$ cat src/rtl/fvcw_sqrt_cell.sv
module fvcw_sqrt_cell #(
  parameter int VW = 49,
  parameter int RW = 25,
  parameter int K  = 0,
  parameter int PW = 23
) (
  input  logic          clk,
  input  logic          en,
  input  logic [VW-1:0] rem_in,
  input  logic [RW-1:0] root_in,
  input  logic [PW-1:0] pass_in,
  output logic [VW-1:0] rem_out,
  output logic [RW-1:0] root_out,
  output logic [PW-1:0] pass_out
);

  localparam int TW = 2 * RW + 2;

  logic [TW-1:0] trial;
  logic          take;

  // Trial term (2*root + 2^K) * 2^K against the remaining radicand.
  always_comb begin
    trial = (TW'(root_in) << (K + 1)) + (TW'(1) << (2 * K));
    take  = TW'(rem_in) >= trial;
  end

  // Settle one root bit.
  always_ff @(posedge clk) begin
    if (en) begin
      if (take) begin
        rem_out  <= rem_in - trial[VW-1:0];
        root_out <= root_in | (RW'(1) << K);
      end else begin
        rem_out  <= rem_in;
        root_out <= root_in;
      end
      pass_out <= pass_in;
    end
  end

endmodule

$ cat config.mk
export PLATFORM = sky130hd
export DESIGN_NAME = fvcw_sqrt_cell
export DESIGN_NICKNAME = d
export VERILOG_FILES = /design/src/rtl/fvcw_sqrt_cell.sv
export SDC_FILE = /design/constraint.sdc
export NUM_CORES = 1
export LEC_CHECK = 0
export ABC_AREA = 1
export BUFFER_PORTS_ARGS = -buffer_cell sky130_fd_sc_hd__buf_2
export CORE_MARGIN = 2
export CORE_UTILIZATION = 48
export DETAILED_ROUTE_END_ITERATION = 10
export GPL_ROUTABILITY_DRIVEN = 0
export PLACE_DENSITY_LB_ADDON = 0.12
export SETUP_SLACK_MARGIN = 0.05
export SLEW_MARGIN = 10
export SYNTH_ARGS = -nofsm -noshare
export SYNTH_HDL_FRONTEND = slang
export SYNTH_SLANG_ARGS = --single-unit
export TNS_END_PERCENT = 50
$ cat constraint.sdc
create_clock -name clk -period 1.7 [get_ports clk]
set_input_delay 0.085 -clock clk [delete_from_list [all_inputs] [get_ports clk]]
set_output_delay 0.085 -clock clk [all_outputs]
set_load 0.05 [all_outputs]
==> results_dict.tcl, run 1 <==
set metrics [dict create \
    slew_viol_final 0 \
    post-dp-hpwl_mm 15.7 \
    synthAdderAreaFrac_pct 5.07 \
    yosys-top-cells-area "edfxtp_1, nand2_1, inv_1" \
    cts_sinks 97 \
    fin_cells 1496 \
    ant_nets 0 \
    coreArea_sq_um 13900 \
    htreeDepth 3 \
    max_stage_delay_ns 0.27 \
    nNetsFinal 1438 \
    place_ws_ns -0.455 \
    postSynth.asyncResetShare_pct 0 \
    fp-row-count 43 \
    rsz0062_at_grt "yes" \
    power_switching_uw 2920 \
    ys_seq_area_share_pct 42.8 \
    syn-instance-count 935 \
    crit_type "in -> reg" \
    cts-buffers-inserted 9 \
    hold_start "root_in[0]" \
    dieArea_sq_um 15200 \
    place_inst 1418 \
    timing.final.ws_setup_ns 0.0436 \
    power.density_nw_per_um2 789 \
    ios 196 \
    syn_to_final_growth_pct 55.2 \
    critPathLaunchType "input port" \
    p_int_uw 5420 \
    viasPerCell 4.90 \
    wl_per_cell_microns 14.4 \
    outcome "finished, violations left" \
    synth_compound_area_share_pct 5.16 \
    drt_pass1_iterations 5 \
    peakVddDrop_uv 620 \
    fp.dieW_microns 123 \
    arrival_ns 1.77 \
    synth_top_area_share_pct 42.8 \
    remaining_drc_errors 0 \
    synthMuxAreaShare_pct 0 \
    drv_cap 0 \
    worstMarginPinSlew_ns 0.581 \
    p_seq_share_pct 35.8 \
    cp-end-kind "register" \
    grt_max_degree 98 \
    grt_pass1_vias 6698 \
    grt_usage_pct 27.0 \
    synth_edf_count 97 \
    clkTransAtPathRegs_ns 0.07 \
    postSynthAreaPerCell_sq_um 7.28 \
    ys_ff_latch 97 \
    netlist_area_sq_um 6810 \
    synth_flop_cell "edfxtp_1" \
    drt_iter0_drc 620 \
    slew_headroom_pct 61.2 \
    antenna_cells 0 \
    synth.net_count 1061 \
    wl_mm 21.6 \
    cp_slowest_cell "ha_4" \
    synth_top_family_by_area "simple AND/OR/NAND/NOR gates" \
    violations "negative hold slack" \
    switching_share_pct 35.0 \
    yosys.area.top_type "edfxtp_1" \
    clockRootBuffer "clkbuf_16" \
    fmax_ghz 0.604 \
    cts_tree "yes" \
    crit_required_ns 1.81 \
    start_util_pct 49.1 \
    power_frac_comb_pct 35.9 \
    crit_chain "buf_2 -> ha_4 -> buf_4 -> nand2_1 -> nand2_1 -> nand2_1 -> nand2_1 -> inv_1 -> nand3_1 -> nand2_1 -> inv_1 -> o21ai_0 -> nand2_1 -> nand2_1 -> inv_1" \
    fin_crit_sh_pct 97.4 \
    yosysMostFrequentCell "nand2_1" \
    hold_path.class "in -> reg" \
    hold_depth 3 \
    crit_path_max_fanout 4 \
    synth.distinct_cells 28 \
    cts_buffer_depth 2 \
    hold_ws_ns -0.00164 \
    antenna_found_initial 0 \
    grt_pass1_wl_mm 31.3 \
    drive_gt1_share_pct 37.0 \
    vias 7333 \
    min_to "root_out[0]$_SDFFCE_PP1P_" \
    fp.dieH_microns 123 \
    cpMostUsedCell "nand2_1" \
    hold_viol 1 \
    clockPowerShare_pct 28.3 \
    yosys_warnings 0 \
    yosys.area_share.simple_pct 32.2 \
    overflow 0 \
    yosys-top-cells-count "nand2_1, inv_1, edfxtp_1" \
    p_leak_uw 0.00530 \
    setup_viol 0 \
    min_period_ns 1.66 \
    numPortBuffers 195 \
    synth-xor-area-share_pct 2.70 \
]
## logic make-up after synthesis
group,Yosys count
xor+xnor,21
compound gates,51
fa+ha+maj,27
buf+inv,206
simple gates,533
flops,97
## power by group through the flow
stage               combinational, uW  clock, uW  sequential, uW
floorplan                         925          0            3900
global placement                 2690          0            3030
detailed placement               2720          0            3030
CTS                              2820       2380            2980
global route                     3190       2490            3000
finish                           2990       2360            2980
## what timing repair did
action / in CTS / in global routing
hold endpoints to repair: 47 / 0
hold buffers: 47 / 0
setup buffers: 0 / 12
setup endpoints to repair: 7 / 49
gates resized for setup: 3 / 104
cloned: 0 / 4
pin swaps: 0 / 39
## flip-flops by register name, indices dropped and copies added, names as in the netlist
signal    flops
pass_out     23
root_out     25
rem_out      49
## worst max-delay path by stage
stage	start	end	slack [ns]	depth (start not counted)
2_1_floorplan	root_in[1]	rem_out[3]$_DFFE_PP_	0.05	14
3_5_place_dp	root_in[12]	rem_out[23]$_DFFE_PP_	-0.46	14
4_1_cts	root_in[12]	rem_out[23]$_DFFE_PP_	0.05	14
5_1_grt	root_in[6]	rem_out[30]$_DFFE_PP_	-0.08	16
6_report	rem_in[7]	rem_out[26]$_DFFE_PP_	0.04	15
3_3_place_gp	root_in[12]	rem_out[23]$_DFFE_PP_	-0.40	14
## routing by layer
layer / track usage (%) / share of wire [%] / vias to the layer above
li1: - / - / 3649
met1: 35.4 / 41 / 3293
met2: 45.1 / 47 / 339
met3: 5.40 / 8.8 / 52
met4: 8.81 / 3.1 / 0
met5: 0 / 0 / -
## area by class of cell
type | instances | area [sq um]
Clock buffer | 9 | 225
Clock inverter | 6 | 113
Fill cell | 1034 | 3310
Inverter | 199 | 762
Multi-Input combinational cell | 632 | 3750
Sequential cell | 97 | 2910
Tap cell | 180 | 225
Timing Repair Buffer | 373 | 2580
## critical path, delay by kind of cell
family / cells / cell delay [ns]
AOI/OAI and AO/OA: 1 / 0.13
adders and majority gates: 1 / 0.27
buffers and inverters: 5 / 0.44
and+or+nand+nor: 8 / 0.84
## stage by stage
step | utilization, % | area (sq um) | TNS [ns] | power (uW)
after global placement | 66.5 | 9230 | -11.40 | 5720
after global routing | 76.2 | 10600 | -0.340 | 8690
after CTS | 72.3 | 10000 | 0 | 8190
final | 76.2 | 10600 | 0 | 8340
after floorplan | - | 7180 | 0 | 4830
after detailed placement | 66.5 | 9230 | -11.91 | 5750
## cell usage in the layout, fill, tap and decap left out, types with 4 or more instances in the layout
| cell type | instances |
|---|---|
| a21oi_1 | 15 |
| a21oi_2 | 8 |
| buf_2 | 188 |
| buf_4 | 125 |
| buf_6 | 5 |
| clkbuf_16 | 12 |
| dlygate4sd3_1 | 47 |
| edfxtp_1 | 97 |
| ha_4 | 26 |
| inv_1 | 189 |
| inv_2 | 8 |
| nand2_1 | 303 |
| nand2_2 | 30 |
| nand2_4 | 19 |
| nand3_1 | 43 |
| nand3_2 | 4 |
| nand3b_1 | 7 |
| nand4_1 | 18 |
| nor2_1 | 71 |
| nor2_2 | 14 |
| nor2_4 | 13 |
| nor3_1 | 6 |
| o21ai_0 | 7 |
| o21ai_2 | 17 |
| xnor2_1 | 16 |
| xor2_1 | 5 |
No activity file was read; power rests on OpenSTA's default activity.
==> run 2, diff against run 1 <==
--- a/config.mk
+++ b/config.mk
@@ -8,4 +8,5 @@
 export ABC_AREA = 1
 export BUFFER_PORTS_ARGS = -buffer_cell sky130_fd_sc_hd__buf_2
+export CAP_MARGIN = 20
 export CORE_MARGIN = 2
 export CORE_UTILIZATION = 48
==> constraint.sdc (replaced) <==
create_clock -name clk -period 1.7 [get_ports clk]
set_input_delay 0.34 -clock clk [delete_from_list [all_inputs] [get_ports clk]]
set_output_delay 0.34 -clock clk [all_outputs]
set_load 0.05 [all_outputs]
==> run 2 against run 1 <==
- sequential share of layout area down 1.5 points
- critical path depth is the same
- final cell count is 0.80% higher
- die area unchanged
- sequential cell count did not move
- maximum frequency shrank 13%
- worst setup slack got worse by 0.24 ns
- wire length is 13% higher
- the flow finishes with violations (negative setup slack)
- clock power is 15% lower
- via count grew 6.2%
- first-iteration DRC count is 33% higher
==> results_dict.tcl, run 2 (same netlist as run 1, synthesis figures left out) <==
set metrics [dict create \
    outcome "finished, violations left" \
    violations "negative setup slack" \
    cts-buffers-inserted 9 \
    worstMarginPinSlew_ns 0.323 \
    antenna_found_initial 0 \
    numPortBuffers 195 \
    slew_viol_final 0 \
    grt_usage_pct 29.5 \
    critPathLaunchType "input port" \
    peakVddDrop_uv 443 \
    hold_ws_ns 0.148 \
    hold_viol 0 \
    remaining_drc_errors 0 \
    drive_gt1_share_pct 49.5 \
    largest_reg_flops 49 \
    post-dp-hpwl_mm 16.7 \
    p_total_uw 8270 \
    slew_headroom_pct 78.5 \
    arrival_ns 2.01 \
    cts_sinks 97 \
    fp.dieW_microns 123 \
    power.density_nw_per_um2 740 \
    grt_max_degree 60 \
    hold_path.class "in -> reg" \
    grt_pass1_wl_mm 33.7 \
    min_period_ns 1.90 \
    htreeDepth 3 \
    coreArea_sq_um 13900 \
    antenna_cells 0 \
    setup_tns_ns -7.37 \
    clockRootBuffer "clkbuf_16" \
    top_register "rem_out" \
    ant_nets 0 \
    utilization_pct 80.5 \
    setup_viol 50 \
    cp-end-kind "register" \
    wl_per_cell_microns 16.2 \
    drt_pass1_iterations 7 \
    cp_slowest_cell "ha_4" \
    p_leak_uw 0.00554 \
    max_stage_delay_ns 0.30 \
    dieArea_sq_um 15200 \
    nFillCells 867 \
    fin_crit_sh_pct 112 \
    viasPerCell 5.16 \
    crit_path_max_fanout 7 \
    fmax_ghz 0.526 \
    start_util_pct 49.1 \
    ios 196 \
    drt_iter0_drc 822 \
    fp-row-count 43 \
    cpLargestDelayFamily "simple AND/OR/NAND/NOR gates" \
    crit_chain "buf_2 -> inv_1 -> ha_4 -> inv_1 -> nor2_4 -> nand2_1 -> inv_2 -> nand2_1 -> nor2_2 -> nand2_4 -> nand2_8 -> buf_12 -> inv_16 -> nand2_2 -> o21ai_2" \
    nNetsFinal 1449 \
    rsz0062_at_grt "yes" \
    timing.final.ws_setup_ns -0.200 \
    cts_tree "yes" \
    crit_required_ns 1.81 \
    path_buf_inv 6 \
    mostFrequentLayoutCells "nand2_1, buf_4, buf_2" \
    place_ws_ns -0.700 \
    fp.dieH_microns 123 \
    cts_buffer_depth 2 \
    biggestRegsByFlops "rem_out x49, root_out x25, pass_out x23" \
    drv_cap 0 \
    layout_commonest_cell "nand2_1" \
    clkTransAtPathRegs_ns 0.08 \
    vias 7787 \
    wl_mm 24.4 \
    overflow 0 \
    crit_type "in -> reg" \
    grt_pass1_vias 7050 \
    syn_to_final_growth_pct 64.0 \
    hold_buffers 0 \
]
[run 2: cell count changes in the layout (fill, tap and decap cells not counted), moves of 13 or more]
| cell | before | now |
|---|---|---|
| nor2_1 | 71 | 58 |
| buf_6 | 5 | 20 |
| inv_2 | 8 | 25 |
| buf_2 | 188 | 171 |
| inv_1 | 189 | 163 |
| buf_4 | 125 | 171 |
| nand2_1 | 303 | 254 |
| nand2_2 | 30 | 67 |
| dlygate4sd3_1 | 47 | 0 |
[run 2: area by class of cell]
class	count	area, sq um	share of cell area [%]
clock buffer	9	225	2.02
inverter	199	798	7.15
timing repair buffer	377	2650	23.7
sequential	97	2910	26.1
clock inverter	7	61.3	0.549
multi-input combinational	633	4200	37.6
tap	180	225	2.02
timing repair inverter	6	100	0.896
[run 2: path summary, 6_finish.rpt]
path / startpoint / to / slack (ns) / cells after the start
min: pass_in[20] / pass_out[20]$_DFFE_PP_ / 0.15 / 1
max: root_in[24] / rem_out[15]$_DFFE_PP_ / -0.20 / 15
[run 2: timing repair]
item | CTS | global route
setup endpoints to repair | 50 | 50
gates cloned | 6 | 4
pin swaps | 4 | 53
hold endpoints to repair | 0 | 0
resized for setup | 118 | 153
setup buffers | 9 | 11
[run 2: stage by stage]
stage	instances	cell area (sq um)
after floorplan	935	7300
after global placement	1463	9650
after detailed placement	1463	9650
after CTS	1494	10500
after global routing	1508	11200
final	1508	11200
[run 2: power by group]
part           leakage [uW]  internal [uW]  total [uW]  switching (uW)
registers          0.000950           2930        2980            57.7
clock network      0.000141           1020        2010             990
logic               0.00445           1170        3270            2100
total               0.00554           5120        8270            3150
[run 2: routing by layer]
metal | GRT usage (%) | up-vias | wire length [microns]
met3 | 4.66 | 91 | 2270
met4 | 13.1 | 0 | 1070
met5 | 0 | - | 0
met1 | 37.1 | 3546 | 9440
li1 | - | 3683 | -
met2 | 50.3 | 467 | 11600
