**src/rtl/fvcw_pkg.sv**
```systemverilog
package fvcw_pkg;

  // Default geometry of the datapath.
  localparam int FLOW_BITS    = 16;
  localparam int ANGLE_STAGES = 16;

  // Full-scale length register.
  localparam int SCALE_BITS = 17;
  localparam logic [SCALE_BITS-1:0] FULL_SCALE_RESET = 17'd192;

  // Angle unit: 1/65536 of 60 degrees; a full turn is six sectors.
  localparam int ZW          = 21;
  localparam int SECTOR_BITS = 16;
  localparam int SAT_BITS    = 17;
  localparam int QUOT_BITS   = 18;
  localparam logic signed [ZW-1:0] HALF_TURN  = 21'sd196608;
  localparam logic signed [ZW-1:0] TURN_UNITS = 21'sd393216;

  // Arctangent of 2^-i in angle units, one entry per CORDIC cell.
  localparam int ATAN_LEN  = 24;
  localparam int ATAN_BITS = 16;
  localparam logic [ATAN_BITS-1:0] ATAN_TAB [0:ATAN_LEN-1] = '{
    16'd49152, 16'd29016, 16'd15331, 16'd7782, 16'd3906, 16'd1955, 16'd978, 16'd489,
    16'd244,   16'd122,   16'd61,    16'd31,   16'd15,   16'd8,    16'd4,   16'd2,
    16'd1,     16'd0,     16'd0,     16'd0,    16'd0,    16'd0,    16'd0,   16'd0
  };

  // Hue sectors of 60 degrees each.
  typedef enum logic [2:0] {
    SEC_RED_YELLOW    = 3'd0,
    SEC_YELLOW_GREEN  = 3'd1,
    SEC_GREEN_CYAN    = 3'd2,
    SEC_CYAN_BLUE     = 3'd3,
    SEC_BLUE_MAGENTA  = 3'd4,
    SEC_MAGENTA_RED   = 3'd5
  } sector_t;

endpackage

```
**src/rtl/fvcw_div_cell.sv**
```systemverilog
module fvcw_div_cell #(
  parameter int NW = 33,
  parameter int K  = 0,
  parameter int PW = 23
) (
  input  logic                              clk,
  input  logic                              en,
  input  logic [fvcw_pkg::SCALE_BITS-1:0]   divisor,
  input  logic [NW-1:0]                     rem_in,
  input  logic [fvcw_pkg::QUOT_BITS-1:0]    quot_in,
  input  logic [PW-1:0]                     pass_in,
  output logic [NW-1:0]                     rem_out,
  output logic [fvcw_pkg::QUOT_BITS-1:0]    quot_out,
  output logic [PW-1:0]                     pass_out
);

  localparam int DVW = NW + fvcw_pkg::SCALE_BITS + fvcw_pkg::QUOT_BITS;

  logic [DVW-1:0] shifted;
  logic           take;

  // Compare against the divisor aligned to this quotient bit.
  always_comb begin
    shifted = DVW'(divisor) << K;
    take    = DVW'(rem_in) >= shifted;
  end

  // Restoring step: one quotient bit per cell.
  always_ff @(posedge clk) begin
    if (en) begin
      if (take) begin
        rem_out  <= rem_in - shifted[NW-1:0];
        quot_out <= quot_in | (fvcw_pkg::QUOT_BITS'(1) << K);
      end else begin
        rem_out  <= rem_in;
        quot_out <= quot_in;
      end
      pass_out <= pass_in;
    end
  end

endmodule

```
**config.mk**
```make
export PLATFORM = sky130hd
export DESIGN_NAME = fvcw_div_cell
export DESIGN_NICKNAME = d
export VERILOG_FILES = /design/src/rtl/fvcw_pkg.sv /design/src/rtl/fvcw_div_cell.sv
export SDC_FILE = /design/constraint.sdc
export NUM_CORES = 1
export LEC_CHECK = 0
export BUFFER_PORTS_ARGS = -buffer_cell sky130_fd_sc_hd__buf_4
export CORE_MARGIN = 2
export CORE_UTILIZATION = 45
export DETAILED_ROUTE_END_ITERATION = 12
export GPL_ROUTABILITY_DRIVEN = 0
export PLACE_DENSITY = 0.77
export REMOVE_ABC_BUFFERS = 1
export SETUP_SLACK_MARGIN = 0.15
export SLEW_MARGIN = 20
export SYNTH_ARGS = -nofsm -noshare
export SYNTH_HDL_FRONTEND = slang
export SYNTH_SLANG_ARGS = --single-unit
export TNS_END_PERCENT = 30
```
**constraint.sdc**
```tcl
create_clock -name clk -period 3 [get_ports clk]
set_input_delay 0 -clock clk [delete_from_list [all_inputs] [get_ports clk]]
set_output_delay 0 -clock clk [all_outputs]
set_load 0.02 [all_outputs]
```
==> results of run 1 <==
metrics by stage:
| stage | utilization | area, sq um | worst slack, ns |
|---|---|---|---|
| after floorplan | - | 3750 | 0.503 |
| after global placement | 0.629 | 5170 | 0.424 |
| after detailed placement | 0.629 | 5170 | 0.264 |
| after CTS | 0.737 | 6060 | 0.204 |
| after global routing | 0.739 | 6080 | 0.0691 |
| final | 0.739 | 6080 | 0.236 |
kinds of logic after synthesis:
logic type,Yosys count
flip-flops,74
multiplexers,3
adder cells (fa/ha/maj),18
buffers and inverters,29
AND/OR/NAND/NOR,93
AO/OA/AOI/OAI,66
XOR/XNOR,30
per-layer routing:
metal | wire length, microns | vias up | global-route usage
li1 | - | 1655 | -
met5 | 0 | - | 0
met4 | 242 | 0 | 0.0786
met1 | 4690 | 1662 | 0.309
met3 | 875 | 23 | 0.0532
met2 | 6300 | 176 | 0.477
area by class of cell:
type	instances	area [sq um]	share of cell area
Sequential cell	74	2220	0.366
Clock buffer	10	128	0.0210
Tap cell	105	131	0.0216
Multi-Input combinational cell	210	1460	0.241
Clock inverter	6	90.1	0.0148
Inverter	23	86.3	0.0142
Timing Repair Buffer	238	1950	0.322
what timing repair did:
action                                  CTS  global route
gates resized for setup                   0             4
hold buffers                             67             0
endpoints found under the hold margin    67             0
buffers inserted                          0             0
endpoints found under the setup margin    0            22
worst max-delay path, delay by kind of cell:
family	cells	cell delay [ns]
simple gates	4	1.19
compound gates	2	0.51
fa+ha+maj	1	0.36
buf+inv	2	0.68
xor+xnor	1	0.10
flip-flops by register name, indices dropped and copies added, names as in the netlist:
register,count
quot_out,18
pass_out,23
rem_out,33
power groups by stage:
stage,Clock [mW],Combinational [mW],Sequential [mW]
after floorplan,0,0.212,1.45
after global placement,0,0.676,1.32
after detailed placement,0,0.686,1.32
after CTS,0.870,0.761,1.30
after global routing,0.915,0.828,1.31
final,0.861,0.773,1.30
final timing paths:
| path | end | start |
|---|---|---|
| max | rem_out[31] | rem_in[12] |
| min | rem_out[18] | rem_in[18] |
cells in the final DEF (no fill, tap or decap), types with 5 or more instances in the layout:
master / instances
xor2_1: 14
nand2b_1: 5
nand2_1: 23
ha_1: 17
o211ai_1: 5
dlygate4sd3_1: 67
nor3_1: 6
edfxtp_1: 74
nor2_1: 22
xnor2_1: 16
clkbuf_8: 9
nor4_1: 5
o21ai_0: 15
buf_4: 171
nand4_1: 9
inv_1: 23
a21oi_1: 26
==> results_dict.tcl, run 1 <==
set metrics [dict create \
    outcome "finished clean" \
    muxShareOfSynthArea 0.00889 \
    yosysTopAreaCell "edfxtp_1" \
    path_cells "dlygate4sd3_1, buf_4, ha_1, a211oi_1, nor2_1, nor4b_2, a21oi_1, or3_4, nor4b_2, xor2_1" \
    synth_xor_area_frac 0.0691 \
    antenna_found_initial 0 \
    p_sw_uw 826 \
    synth_top_family_by_area "simple AND/OR/NAND/NOR gates" \
    fin_crit_ns 2.76 \
    rsz0062_at_grt "true" \
    maxCapViolations 0 \
    drc 0 \
    cts_buffer_depth 2 \
    clk_pin_slew_worst_paths_ns 0.08 \
    wl_microns 12100 \
    io_buffers 166 \
    finalMaxSlewViolations 0 \
    combinationalPowerShare 0.263 \
    cpMostUsedCell "nor4b_2" \
    p_total_mw 2.94 \
    arrival_ns 2.84 \
    dp_hpwl_microns 7840 \
    yosys_register_bits 74 \
    setup_viol 0 \
    fillers 533 \
    cts_sinks 74 \
    p_int_mw 2.11 \
    timing.fmax_mhz 362 \
    slew_headroom 0.383 \
    grt_start_max_net_pins 75 \
    ys_types 42 \
    async_reset_ff_frac 0 \
    nNetsFinal 667 \
    dieHeight_microns 95.9 \
    synthSimpleGateAreaFrac 0.132 \
    viasPerCell 5.28 \
    netlist_area_sq_mm 0.00380 \
    diodes 0 \
    drive_gt1_frac 0.362 \
    cts-root-buf "clkbuf_8" \
    grt_first_pass_wirelength_microns 17800 \
    worstMarginPinSlew_ns 0.926 \
    synth-edff-count 74 \
    timing.final.hold_violations 0 \
    synth_area_leaders "edfxtp_1 (58%), ha_1 (5.6%), xnor2_1 (3.7%)" \
    tns_ns 0 \
    critPathKind "input port to flop" \
    min_path_type "input port to flop" \
    fin_crit_sh 0.921 \
    cts_tree "built" \
    holdWs_ns 0.0127 \
    dieArea_sq_mm 0.00919 \
    swShare 0.281 \
    pwr-share-clk 0.293 \
    synth_compound_area_frac 0.109 \
    layout.cells.non_filler 666 \
    synth_commonest_cells "edfxtp_1 (74), a21oi_1 (26), inv_1 (23), nand2_1 (23), nor2_1 (22)" \
    grt_overflow_total 0 \
    synth_top_area_frac 0.585 \
    cp-end-kind "flop" \
    grt_usage 0.261 \
    hold_depth 2 \
    numCtsBuffers 9 \
    synth_cells 313 \
    synthAdderAreaFrac 0.0612 \
    drtPass1Iterations 5 \
    yosysMostFrequentCell "edfxtp_1" \
    die_x_microns 95.9 \
    initial_core_util 0.462 \
    ys_seq_area_frac 0.585 \
    p_leak_nw 2.58 \
    design.portCount 167 \
    max_stage_delay_ns 0.54 \
    crit_fanout 7 \
    grt_pass1_vias 3402 \
    ir_worst_vdd_uv 321 \
    p_per_area_mw_per_mm2 483 \
    wl_per_cell_microns 18.2 \
    drt-initial-drc-count 224 \
    pwr-share-seq 0.443 \
    dp_cells 583 \
    synth_ff_type "edfxtp_1" \
    slowest_stage "dlygate4sd3_1" \
    antenna_left 0 \
    num_vias 3516 \
    core_sq_mm 0.00822 \
    num_rows 33 \
    cts_htree_levels 3 \
    avgSynthCellArea_sq_um 12.1 \
    required_ns 3.08 \
    critPathLaunchType "input port" \
    syn_to_final_growth_pct 59.9 \
    synthesis.yosys.warnings 0 \
]
(Power assumes the default switching activity.)
==> run 2, diff against run 1 <==
==> constraint.sdc (replaced) <==
create_clock -name clk -period 3 [get_ports clk]
set_input_delay 0.6 -clock clk [delete_from_list [all_inputs] [get_ports clk]]
set_output_delay 0.6 -clock clk [all_outputs]
set_load 0.02 [all_outputs]
==> run 2 against run 1 <==
  * Non-clock buffer count shrank 55
  * Cell count is 8.4% lower
  * Critical path depth did not move
  * Largest power group unchanged
==> results_dict.tcl, run 2 (same netlist as run 1, synthesis figures left out) <==
set metrics [dict create \
    worstMarginPinSlew_ns 0.933 \
    antenna_left 0 \
    fin_crit_ns 2.80 \
    cts_buffer_depth 2 \
    p_per_area_mw_per_mm2 491 \
    min_path_type "input port to flop" \
    critPathKind "input port to flop" \
    p_leak_nw 2.33 \
    finalMaxSlewViolations 0 \
    drt-initial-drc-count 149 \
    nNetsFinal 612 \
    crit_fanout 6 \
    viasPerCell 5.21 \
    combinationalPowerShare 0.263 \
    dieArea_sq_mm 0.00919 \
    postCtsSetupBuffers 0 \
    io_buffers 166 \
    drc 0 \
    grt_first_pass_wirelength_microns 15400 \
    arrival_ns 2.87 \
    antenna_found_initial 0 \
    fin_crit_sh 0.932 \
    cp-end-kind "flop" \
    hold_buffers 0 \
    dieHeight_microns 95.9 \
    critPathLaunchType "input port" \
    cts_sinks 74 \
    setup_slack_ns 0.204 \
    regArea_sq_mm 0.00222 \
    core_sq_mm 0.00822 \
    multi_input_area_sq_mm 0.00146 \
    dp_hpwl_microns 7910 \
    grt_usage 0.220 \
    drive_gt1_frac 0.428 \
    wl_microns 10200 \
    num_vias 3180 \
    numCtsBuffers 9 \
    swShare 0.297 \
    grt_overflow_total 0 \
    pwr-share-clk 0.255 \
    num_rows 33 \
    dp_cells 595 \
    rsz0062_at_grt "true" \
    clk_pin_slew_worst_paths_ns 0.08 \
    final_cell_mix "buf_4 (180), edfxtp_1 (74), a21oi_1 (26)" \
    largest_reg_flops 33 \
    drtPass1Iterations 4 \
    cts-root-buf "clkbuf_8" \
    regMostFlops "rem_out" \
    fillers 608 \
    required_ns 3.07 \
    die_x_microns 95.9 \
    pwr-share-seq 0.482 \
    p_int_mw 1.89 \
    wl_per_cell_microns 16.8 \
    maxCapViolations 0 \
    p_sw_uw 797 \
    layout.cells.non_filler 610 \
    grt_pass1_vias 3194 \
    cts_htree_levels 3 \
    ir_worst_vdd_uv 194 \
    syn_to_final_growth_pct 44.0 \
    layout_commonest_cell "buf_4" \
    design.portCount 167 \
    outcome "finished clean" \
    slew_headroom 0.378 \
    initial_core_util 0.462 \
    timing.fmax_mhz 358 \
    timing.final.hold_violations 0 \
    top_regs "rem_out: 33 flops, pass_out: 23 flops, quot_out: 18 flops" \
    setup_viol 0 \
    place_ws_ns -0.206 \
    grt_start_max_net_pins 75 \
    p_total_mw 2.68 \
    diodes 0 \
    cts_tree "built" \
    holdWs_ns 0.432 \
]
-- run 2: changes by cell type in the layout (fill, tap and decap cells not counted), sizes merged --
cell and delta:
clkinv -1, clkbuf -1, buf +12, clkinvlp +3, dlygate4sd3 -67, bufinv -2
-- run 2: power by group through the flow --
stage | Sequential, mW | Clock [mW] | Combinational, mW
4_1_cts | 1.29 | 0.703 | 0.705
2_1_floorplan | 1.45 | 0 | 0.212
3_5_place_dp | 1.32 | 0 | 0.701
6_report | 1.29 | 0.686 | 0.706
3_3_place_gp | 1.31 | 0 | 0.692
5_1_grt | 1.30 | 0.746 | 0.761
-- run 2: path summary, 6_finish.rpt --
kind  startpoint          end  slack (ns)  cells after the start
max   divisor[4]  rem_out[31]        0.20                     10
min   pass_in[5]  pass_out[5]        0.43                      1
-- run 2: area by class of cell --
cell class | count | share of cell area
Clock inverter | 6 | 0.00801
Sequential cell | 74 | 0.406
Tap cell | 105 | 0.0240
Clock buffer | 9 | 0.0226
Timing Repair Buffer | 183 | 0.256
Multi-Input combinational cell | 210 | 0.267
Inverter | 23 | 0.0158
-- run 2: worst max-delay path, cell delays in order --
cell and delay (ns):
buf_4 0.07, inv_1 0.03, ha_1 0.37, a21oi_1 0.25
nand2_1 0.12, o211ai_1 0.33, a21oi_1 0.16, or3_1 0.47
nor4b_2 0.35, xor2_1 0.12
-- run 2: layer usage --
layer	track usage	vias up	share of wire
met3	0.0548	26	0.085
met2	0.373	145	0.50
met1	0.262	1466	0.39
li1	-	1543	-
met5	0	-	0
met4	0.105	0	0.029
-- run 2: metrics by stage --
step           utilization  instance area [sq um]  setup TNS (ns)
6_report             0.666                   5470               0
5_1_grt              0.666                   5470               0
4_1_cts              0.664                   5460               0
3_5_place_dp         0.643                   5290           -2.60
3_3_place_gp         0.643                   5290           -2.20
2_1_floorplan            -                   3750          -0.781
-- run 2: repair_timing --
action | in CTS | in global routing
gates cloned | 0 | 0
endpoints found under the setup margin | 1 | 5
resized for setup | 1 | 3
pin swaps | 0 | 1
