$ cat src/rtl/fvcw_pkg.sv
package fvcw_pkg;

  // Default geometry of the datapath.
  localparam int FLOW_BITS    = 16;
  localparam int ANGLE_STAGES = 16;

  // Full-scale length register.
  localparam int SCALE_BITS = 17;
  localparam logic [SCALE_BITS-1:0] FULL_SCALE_RESET = 17'd192;

  // Angle unit: 1/65536 of 60 degrees; a full turn is six sectors.
  localparam int ZW          = 21;
  localparam int SECTOR_BITS = 16;
  localparam int SAT_BITS    = 17;
  localparam int QUOT_BITS   = 18;
  localparam logic signed [ZW-1:0] HALF_TURN  = 21'sd196608;
  localparam logic signed [ZW-1:0] TURN_UNITS = 21'sd393216;

  // Arctangent of 2^-i in angle units, one entry per CORDIC cell.
  localparam int ATAN_LEN  = 24;
  localparam int ATAN_BITS = 16;
  localparam logic [ATAN_BITS-1:0] ATAN_TAB [0:ATAN_LEN-1] = '{
    16'd49152, 16'd29016, 16'd15331, 16'd7782, 16'd3906, 16'd1955, 16'd978, 16'd489,
    16'd244,   16'd122,   16'd61,    16'd31,   16'd15,   16'd8,    16'd4,   16'd2,
    16'd1,     16'd0,     16'd0,     16'd0,    16'd0,    16'd0,    16'd0,   16'd0
  };

  // Hue sectors of 60 degrees each.
  typedef enum logic [2:0] {
    SEC_RED_YELLOW    = 3'd0,
    SEC_YELLOW_GREEN  = 3'd1,
    SEC_GREEN_CYAN    = 3'd2,
    SEC_CYAN_BLUE     = 3'd3,
    SEC_BLUE_MAGENTA  = 3'd4,
    SEC_MAGENTA_RED   = 3'd5
  } sector_t;

endpackage

$ cat src/rtl/fvcw_cordic_cell.sv
module fvcw_cordic_cell #(
  parameter int CW  = 36,
  parameter int PW  = 35,
  parameter int IDX = 0
) (
  input  logic                        clk,
  input  logic                        en,
  input  logic signed [CW-1:0]        x_in,
  input  logic signed [CW-1:0]        y_in,
  input  logic signed [fvcw_pkg::ZW-1:0] z_in,
  input  logic [PW-1:0]               pass_in,
  output logic signed [CW-1:0]        x_out,
  output logic signed [CW-1:0]        y_out,
  output logic signed [fvcw_pkg::ZW-1:0] z_out,
  output logic [PW-1:0]               pass_out
);

  logic signed [CW-1:0]           xs;
  logic signed [CW-1:0]           ys;
  logic signed [fvcw_pkg::ZW-1:0] step;

  // Floor shifts of the old vector and this cell's rotation angle.
  always_comb begin
    xs   = x_in >>> IDX;
    ys   = y_in >>> IDX;
    step = $signed({{(fvcw_pkg::ZW - fvcw_pkg::ATAN_BITS){1'b0}}, fvcw_pkg::ATAN_TAB[IDX]});
  end

  // Rotate toward the x axis and accumulate the angle.
  always_ff @(posedge clk) begin
    if (en) begin
      if (!y_in[CW-1]) begin
        x_out <= x_in + ys;
        y_out <= y_in - xs;
        z_out <= z_in + step;
      end else begin
        x_out <= x_in - ys;
        y_out <= y_in + xs;
        z_out <= z_in - step;
      end
      pass_out <= pass_in;
    end
  end

endmodule

$ cat config.mk
export PLATFORM = sky130hd
export DESIGN_NAME = fvcw_cordic_cell
export DESIGN_NICKNAME = d
export VERILOG_FILES = /design/src/rtl/fvcw_pkg.sv /design/src/rtl/fvcw_cordic_cell.sv
export SDC_FILE = /design/constraint.sdc
export NUM_CORES = 1
export LEC_CHECK = 0
export ABC_AREA = 1
export BUFFER_PORTS_ARGS = -buffer_cell sky130_fd_sc_hd__buf_2
export CAP_MARGIN = 15
export CORE_MARGIN = 1
export CORE_UTILIZATION = 48
export CTS_CLUSTER_DIAMETER = 40
export DETAILED_ROUTE_END_ITERATION = 16
export PLACE_DENSITY_LB_ADDON = 0.08
export RECOVER_POWER = 50
export SLEW_MARGIN = 30
export SYNTH_ARGS = -nofsm -noshare
export SYNTH_HDL_FRONTEND = slang
export SYNTH_SLANG_ARGS = --single-unit
$ cat constraint.sdc
create_clock -name clk -period 3.15 [get_ports clk]
set_input_delay 0.4725 -clock clk [delete_from_list [all_inputs] [get_ports clk]]
set_output_delay 0.4725 -clock clk [all_outputs]
set_load 0.02 [all_outputs]
==> results of run 1 <==
cell families (layout without fill, tap and decap cells):
group / count (synthesis) / after routing
simple gates: 875 / 875
buf+inv: 310 / 581
compound gates: 260 / 260
flops: 127 / 127
fa+ha+maj: 116 / 116
xor+xnor: 33 / 33
sequential cells by signal (all words and copies together), names as in the netlist:
| signal | count |
|---|---|
| z_out | 21 |
| y_out | 35 |
| pass_out | 35 |
| x_out | 36 |
path summary, 6_finish.rpt:
| kind | depth (start not counted) | end | slack, ns | startpoint |
|---|---|---|---|---|
| min | 1 | pass_out[13] | 0.21 | pass_in[13] |
| max | 2 | z_out[7] | 0.43 | en |
metal layers:
metal | track usage, % | up-vias | share of wire (%)
li1 | - | 6064 | -
met1 | 43.92 | 5725 | 44
met2 | 53.32 | 559 | 45
met3 | 4.753 | 53 | 8.0
met4 | 8.961 | 0 | 2.3
met5 | 0 | - | 0
power by group:
part           internal, mW  switching [mW]  total, mW
Sequential             2.12          0.0506       2.17
Combinational         0.707            1.59       2.30
Clock                  1.27           0.909       2.18
Total                  4.10            2.55       6.65
cell type report:
cell class	instances	share of cell area, %
clock buffers	17	2.992
clock inverters	15	1.373
inverters	264	6.969
multi-input cells	1284	48.42
flip-flops and latches	127	26.82
well taps	324	2.851
repair buffers	285	10.57
synthesized netlist by cell type (8+ instances only):
| cell | instances |
|---|---|
| sky130_fd_sc_hd__nor2_2 | 11 |
| sky130_fd_sc_hd__inv_1 | 252 |
| sky130_fd_sc_hd__nand3_1 | 151 |
| sky130_fd_sc_hd__a21oi_1 | 114 |
| sky130_fd_sc_hd__nor3_1 | 11 |
| sky130_fd_sc_hd__buf_4 | 22 |
| sky130_fd_sc_hd__nand2_1 | 512 |
| sky130_fd_sc_hd__o21bai_1 | 20 |
| sky130_fd_sc_hd__inv_2 | 11 |
| sky130_fd_sc_hd__ha_1 | 112 |
| sky130_fd_sc_hd__o21ai_0 | 77 |
| sky130_fd_sc_hd__nand2_2 | 12 |
| sky130_fd_sc_hd__edfxtp_1 | 127 |
| sky130_fd_sc_hd__o21ai_1 | 13 |
| sky130_fd_sc_hd__nor2_1 | 149 |
| sky130_fd_sc_hd__xor2_1 | 31 |
| sky130_fd_sc_hd__buf_2 | 11 |
| sky130_fd_sc_hd__o22ai_1 | 8 |
stage by stage:
| stage | utilization, % | setup slack (ns) | std cells | cell area [um^2] | hold WS [ns] |
|---|---|---|---|---|---|
| final | 58.29 | 0.4290 | 2316 | 14220 | 0.2147 |
| after global routing | 58.29 | 0.2852 | 2316 | 14220 | 0.2021 |
| after CTS | 58.38 | 0.7012 | 2316 | 14240 | 0.2075 |
| after detailed placement | 55.84 | 0.2626 | 2284 | 13620 | 0.6509 |
| after global placement | 55.84 | 0.2792 | 2284 | 13620 | 0.6491 |
| after floorplan | - | 0.9358 | 1721 | 11990 | 0.5714 |
==> metrics, run 1 <==
transition time at the pin with the least slew margin between 2 and 3 ns; Post-route DRC 0; die outline height approximately 160 um; post-route ant nets 0; Highest Clock Rate approximately 0.37 GHz; post-synthesis net count ~2000; number of antenna violations at the first check in global routing 0; share of final-layout standard cells stronger than drive strength 1 between 10% and 20%; TNS Setup 0 ns; final estimated routing congestion in global placement about 1.0; count of TritonRoute iterations in the first routing pass 6; maximum clock insertion buffer count 2; number of synthesis warnings 0; worst min-delay path class input pin to flip-flop; post-DR vias/cell between 5 and 6; clock tree from TritonCTS yes; cell count after synthesis 1721; overall power consumption about 6.6 mW; Cell variety after synth 47; share of the synthesized netlist area taken by xor and xnor gates between 2 and 2.5%; cell type contributing the most total cell area after synthesis sky130_fd_sc_hd__edfxtp_1; combinational family with the most area after synthesis simple AND/OR/NAND/NOR gates; combined global-route utilization of all metal layers around a third; Resized Gates After CTS 0; critical path's top delay family buffers and inverters; power density of the placed cells 467.4 nW/um^2; largest stage delay on the critical path 1.92 ns; Std-Cell Core Area about 24000 um^2; WP buf/inv 2; leading cell types in the layout, fill and taps excluded sky130_fd_sc_hd__nand2_1, sky130_fd_sc_hd__inv_1, sky130_fd_sc_hd__buf_2; area of the die roughly 26000 um^2; VDD IR-drop max between 0.3 and 0.4 mV; filler cell count ~2400; simple-gate share of the synthesized area 30.63%; period utilisation layout between 80% and 90%; Area growth syn-to-layout 18.58%; area share of fa/ha/maj cells after synthesis between 10% and 20%; Starting DRT DRC Count 1088; crit path capture type flip-flop; Synth async-reset ratio 0%; initial core utilization approximately half; Slew headroom -85.69%; post-detailed-routing wire length between 40000 and 50000 um; highest-delay cell along the critical path sky130_fd_sc_hd__clkbuf_1; sum of overflow across all layers after global routing 0; global-route wire length before repair around 64000 um; half-perimeter wire length after detailed placement 34240 um; vias in the first global route roughly 12000; multiplexer share of the synthesized area 0%; register bit count reported by yosys roughly 130; Crit Path Category input pin to flip-flop; clock slew at the register clock pins of the worst setup and hold paths approximately 0.07 ns; sequential area share after synthesis 31.81%; number of setup violations in the final report 0; Final Slew Violations 117; Post-synth EDFFs 127; diodes inserted 0; count of hold buffers inserted by post-cts repair 0; Crit Path Max Fanout 51; Post-Synthesis Mean Instance Area 6.967 um^2; most common cell after layout, fill and taps aside sky130_fd_sc_hd__nand2_1; reported leakage power between 7 and 8 nW; CP Data Arrival Time 2.82 ns; clock tree root driver cell sky130_fd_sc_hd__clkbuf_16; Max-Cap Viols 2; portion of synthesized cell area occupied by the leading cell type a little under a third; number of rows created at floorplan between 50 and 60; Seq. cell area approximately 3800 um^2; NumNets Final roughly 2200; unrepaired setup endpoints after global routing no; CTS buffer count 17; list of cells traversed by the critical path clkbuf_1 -> buf_12; failing checks max-capacitance violations, max-slew violations; number of port buffers 257; I/O Pins around 260; Hold Vio Cnt, Final 0; required time at the worst-slack endpoint between 3 and 4 ns; clock sink total ~130; Post-Syn Area approximately 12000 um^2; cell types with the largest area share after synthesis sky130_fd_sc_hd__edfxtp_1, sky130_fd_sc_hd__nand2_1, sky130_fd_sc_hd__ha_1, sky130_fd_sc_hd__inv_1, sky130_fd_sc_hd__nand3_1; pin count of the biggest net entering global routing around 70; via count ~12000; result of the run finished, violations left; Final min period approximately 2.7 ns; fraction of the mapped netlist area in compound gates 12.03%; dominant synthesized flop cell sky130_fd_sc_hd__edfxtp_1; Routed WL per cell 17.87 um; postcts setup bufs 0; area taken by multi-input logic gates ~6900 um^2; width of the die roughly 160 um; total number of H-tree levels 4; kind of start point of the critical path input pin
Power figures use the tool's default switching activity.
==> run 2: changes to the inputs <==
==> constraint.sdc (replaced) <==
create_clock -name clk -period 2.57 [get_ports clk]
set_input_delay 0.3855 -clock clk [delete_from_list [all_inputs] [get_ports clk]]
set_output_delay 0.3855 -clock clk [all_outputs]
set_load 0.02 [all_outputs]
==> metrics, run 2 (synthesized netlist as in run 1, its figures left out) <==
result of the run finished, violations left; failing checks max-capacitance violations, max-slew violations; pin count of the biggest net entering global routing 72; post-route standard cell area excluding fillers between 15000 and 20000 um^2; die outline height roughly 160 um; number of antenna violations at the first check in global routing 0; post-route core utilization between 60% and 70%; clock slew at the register clock pins of the worst setup and hold paths about 0.08 ns; share of final-layout standard cells stronger than drive strength 1 about a quarter; placement-stage cell area ~15000 um^2; Crit Path Category input pin to flip-flop; combined global-route utilization of all metal layers between 30% and 40%; post-route ant nets 0; Resized Gates After CTS 0; Slew headroom -21.68%; leading cell types in the layout, fill and taps excluded sky130_fd_sc_hd__nand2_1, sky130_fd_sc_hd__inv_1, sky130_fd_sc_hd__buf_2; postcts setup bufs 0; worst min-delay path class input pin to flip-flop; clock sink total approximately 130; most common cell after layout, fill and taps aside sky130_fd_sc_hd__nand2_1; Routed WL per cell 16.75 um; Regs by FF count x_out (36), pass_out (35), y_out (35); Final Slew Violations 25; Highest Clock Rate between 0.4 and 0.5 GHz; worst slack at placement -0.1148 ns; Max-Cap Viols 1; flip-flop count of the largest register after layout 36; count of hold buffers inserted by post-cts repair 0; reported leakage power just over 8 nW; post-DR vias/cell roughly 5.2; Post-route DRC 0; diodes inserted 0; power density of the placed cells between 500 and 600 nW/um^2; Area growth syn-to-layout 31.13%; Final min period roughly 2.4 ns; period utilisation layout 91.69%; sum of overflow across all layers after global routing 0; Std-Cell Core Area between 20000 and 25000 um^2; Hold Path Cell Cnt 1; required time at the worst-slack endpoint around 2.8 ns; final estimated routing congestion in global placement about 1.0; transition time at the pin with the least slew margin 1.825 ns; maximum clock insertion buffer count 2; unrepaired setup endpoints after global routing no; number of setup violations in the final report 0; Cell Count, Final, Fillers Out 2516; CP Data Arrival Time roughly 2.6 ns; Hold Vio Cnt, Final 0; Cell Count Post-Placement between 2000 and 2500; area of the die ~26000 um^2; Starting DRT DRC Count about 1200; Crit Path Max Fanout 5; kind of start point of the critical path input pin; NumNets Final approximately 2400; number of rows created at floorplan between 50 and 60; number of port buffers about 260; CTS buffer count 17; post-detailed-routing wire length 42130 um; initial core utilization 49.16%; via count 13100; TNS Setup 0 ns; crit path capture type flip-flop; total number of H-tree levels 4; VDD IR-drop max between 0.4 and 0.5 mV; width of the die between 150 and 200 um; half-perimeter wire length after detailed placement 35230 um; I/O Pins around 260; count of TritonRoute iterations in the first routing pass 6; register name with the most flops x_out; vias in the first global route about 12000; worst setup margin between 0.2 and 0.25 ns; global-route wire length before repair 65380 um; clock tree from TritonCTS yes; filler cell count between 2000 and 2500; clock tree root driver cell sky130_fd_sc_hd__clkbuf_16
## run 2: cell count changes in the layout (fill, tap and decap cells not counted), sizes merged
cell      delta
clkinvlp     +2
buf        +200
bufinv       -1
clkinv       -1
## run 2: final timing paths
path	startpoint	endpoint	slack, ns
worst max-delay path	x_in[0]	x_out[32]	0.21
worst min-delay path	pass_in[31]	pass_out[31]	0.12
## run 2: per-layer routing
| metal | part of all wire [%] | wire [um] | vias up | global-route usage [%] |
|---|---|---|---|---|
| met2 | 45 | 18760 | 637 | 52.91 |
| met5 | 0 | 0 | - | 0 |
| met4 | 2.9 | 1229 | 0 | 10.82 |
| li1 | - | - | 6464 | - |
| met3 | 7.9 | 3329 | 72 | 5.506 |
| met1 | 45 | 18810 | 5922 | 45.07 |
## run 2: worst max-delay path, cell delays in order
cell and delay (ns):
sky130_fd_sc_hd__clkbuf_1 0.14, sky130_fd_sc_hd__ha_1 0.20, sky130_fd_sc_hd__inv_1 0.06, sky130_fd_sc_hd__fa_1 0.46, sky130_fd_sc_hd__inv_1 0.14, sky130_fd_sc_hd__nand3_1 0.08
sky130_fd_sc_hd__nand3_1 0.20, sky130_fd_sc_hd__nand3_1 0.10, sky130_fd_sc_hd__nand2_1 0.13, sky130_fd_sc_hd__nand2_1 0.09, sky130_fd_sc_hd__nand2_1 0.19, sky130_fd_sc_hd__nand2_1 0.11
sky130_fd_sc_hd__nand2_1 0.08, sky130_fd_sc_hd__nand2_1 0.06, sky130_fd_sc_hd__nand3_1 0.07, sky130_fd_sc_hd__nand2_1 0.06
## run 2: report_power, final
| group | total (mW) | leakage (nW) | internal, mW | switching, mW |
|---|---|---|---|---|
| combinational | 3.22 | 6.72 | 1.20 | 2.02 |
| clock | 2.56 | 0.281 | 1.46 | 1.10 |
| sequential | 2.65 | 1.24 | 2.59 | 0.0575 |
## run 2: through the flow
step	power [mW]	hold slack (ns)
detailed placement	5.853	0.5639
floorplan	4.486	0.4844
CTS	8.426	0.1151
global route	8.852	0.1127
global placement	5.824	0.5617
finish	8.435	0.1213
## run 2: final cells by class
cell class | count | area (um^2) | share of cell area [%]
Timing Repair Buffer | 485 | 3030 | 19.27
Multi-Input combinational cell | 1284 | 6885 | 43.79
Inverter | 264 | 991.0 | 6.303
Tap cell | 324 | 405.4 | 2.578
Clock inverter | 15 | 171.4 | 1.090
Sequential cell | 127 | 3814 | 24.26
Clock buffer | 17 | 425.4 | 2.706
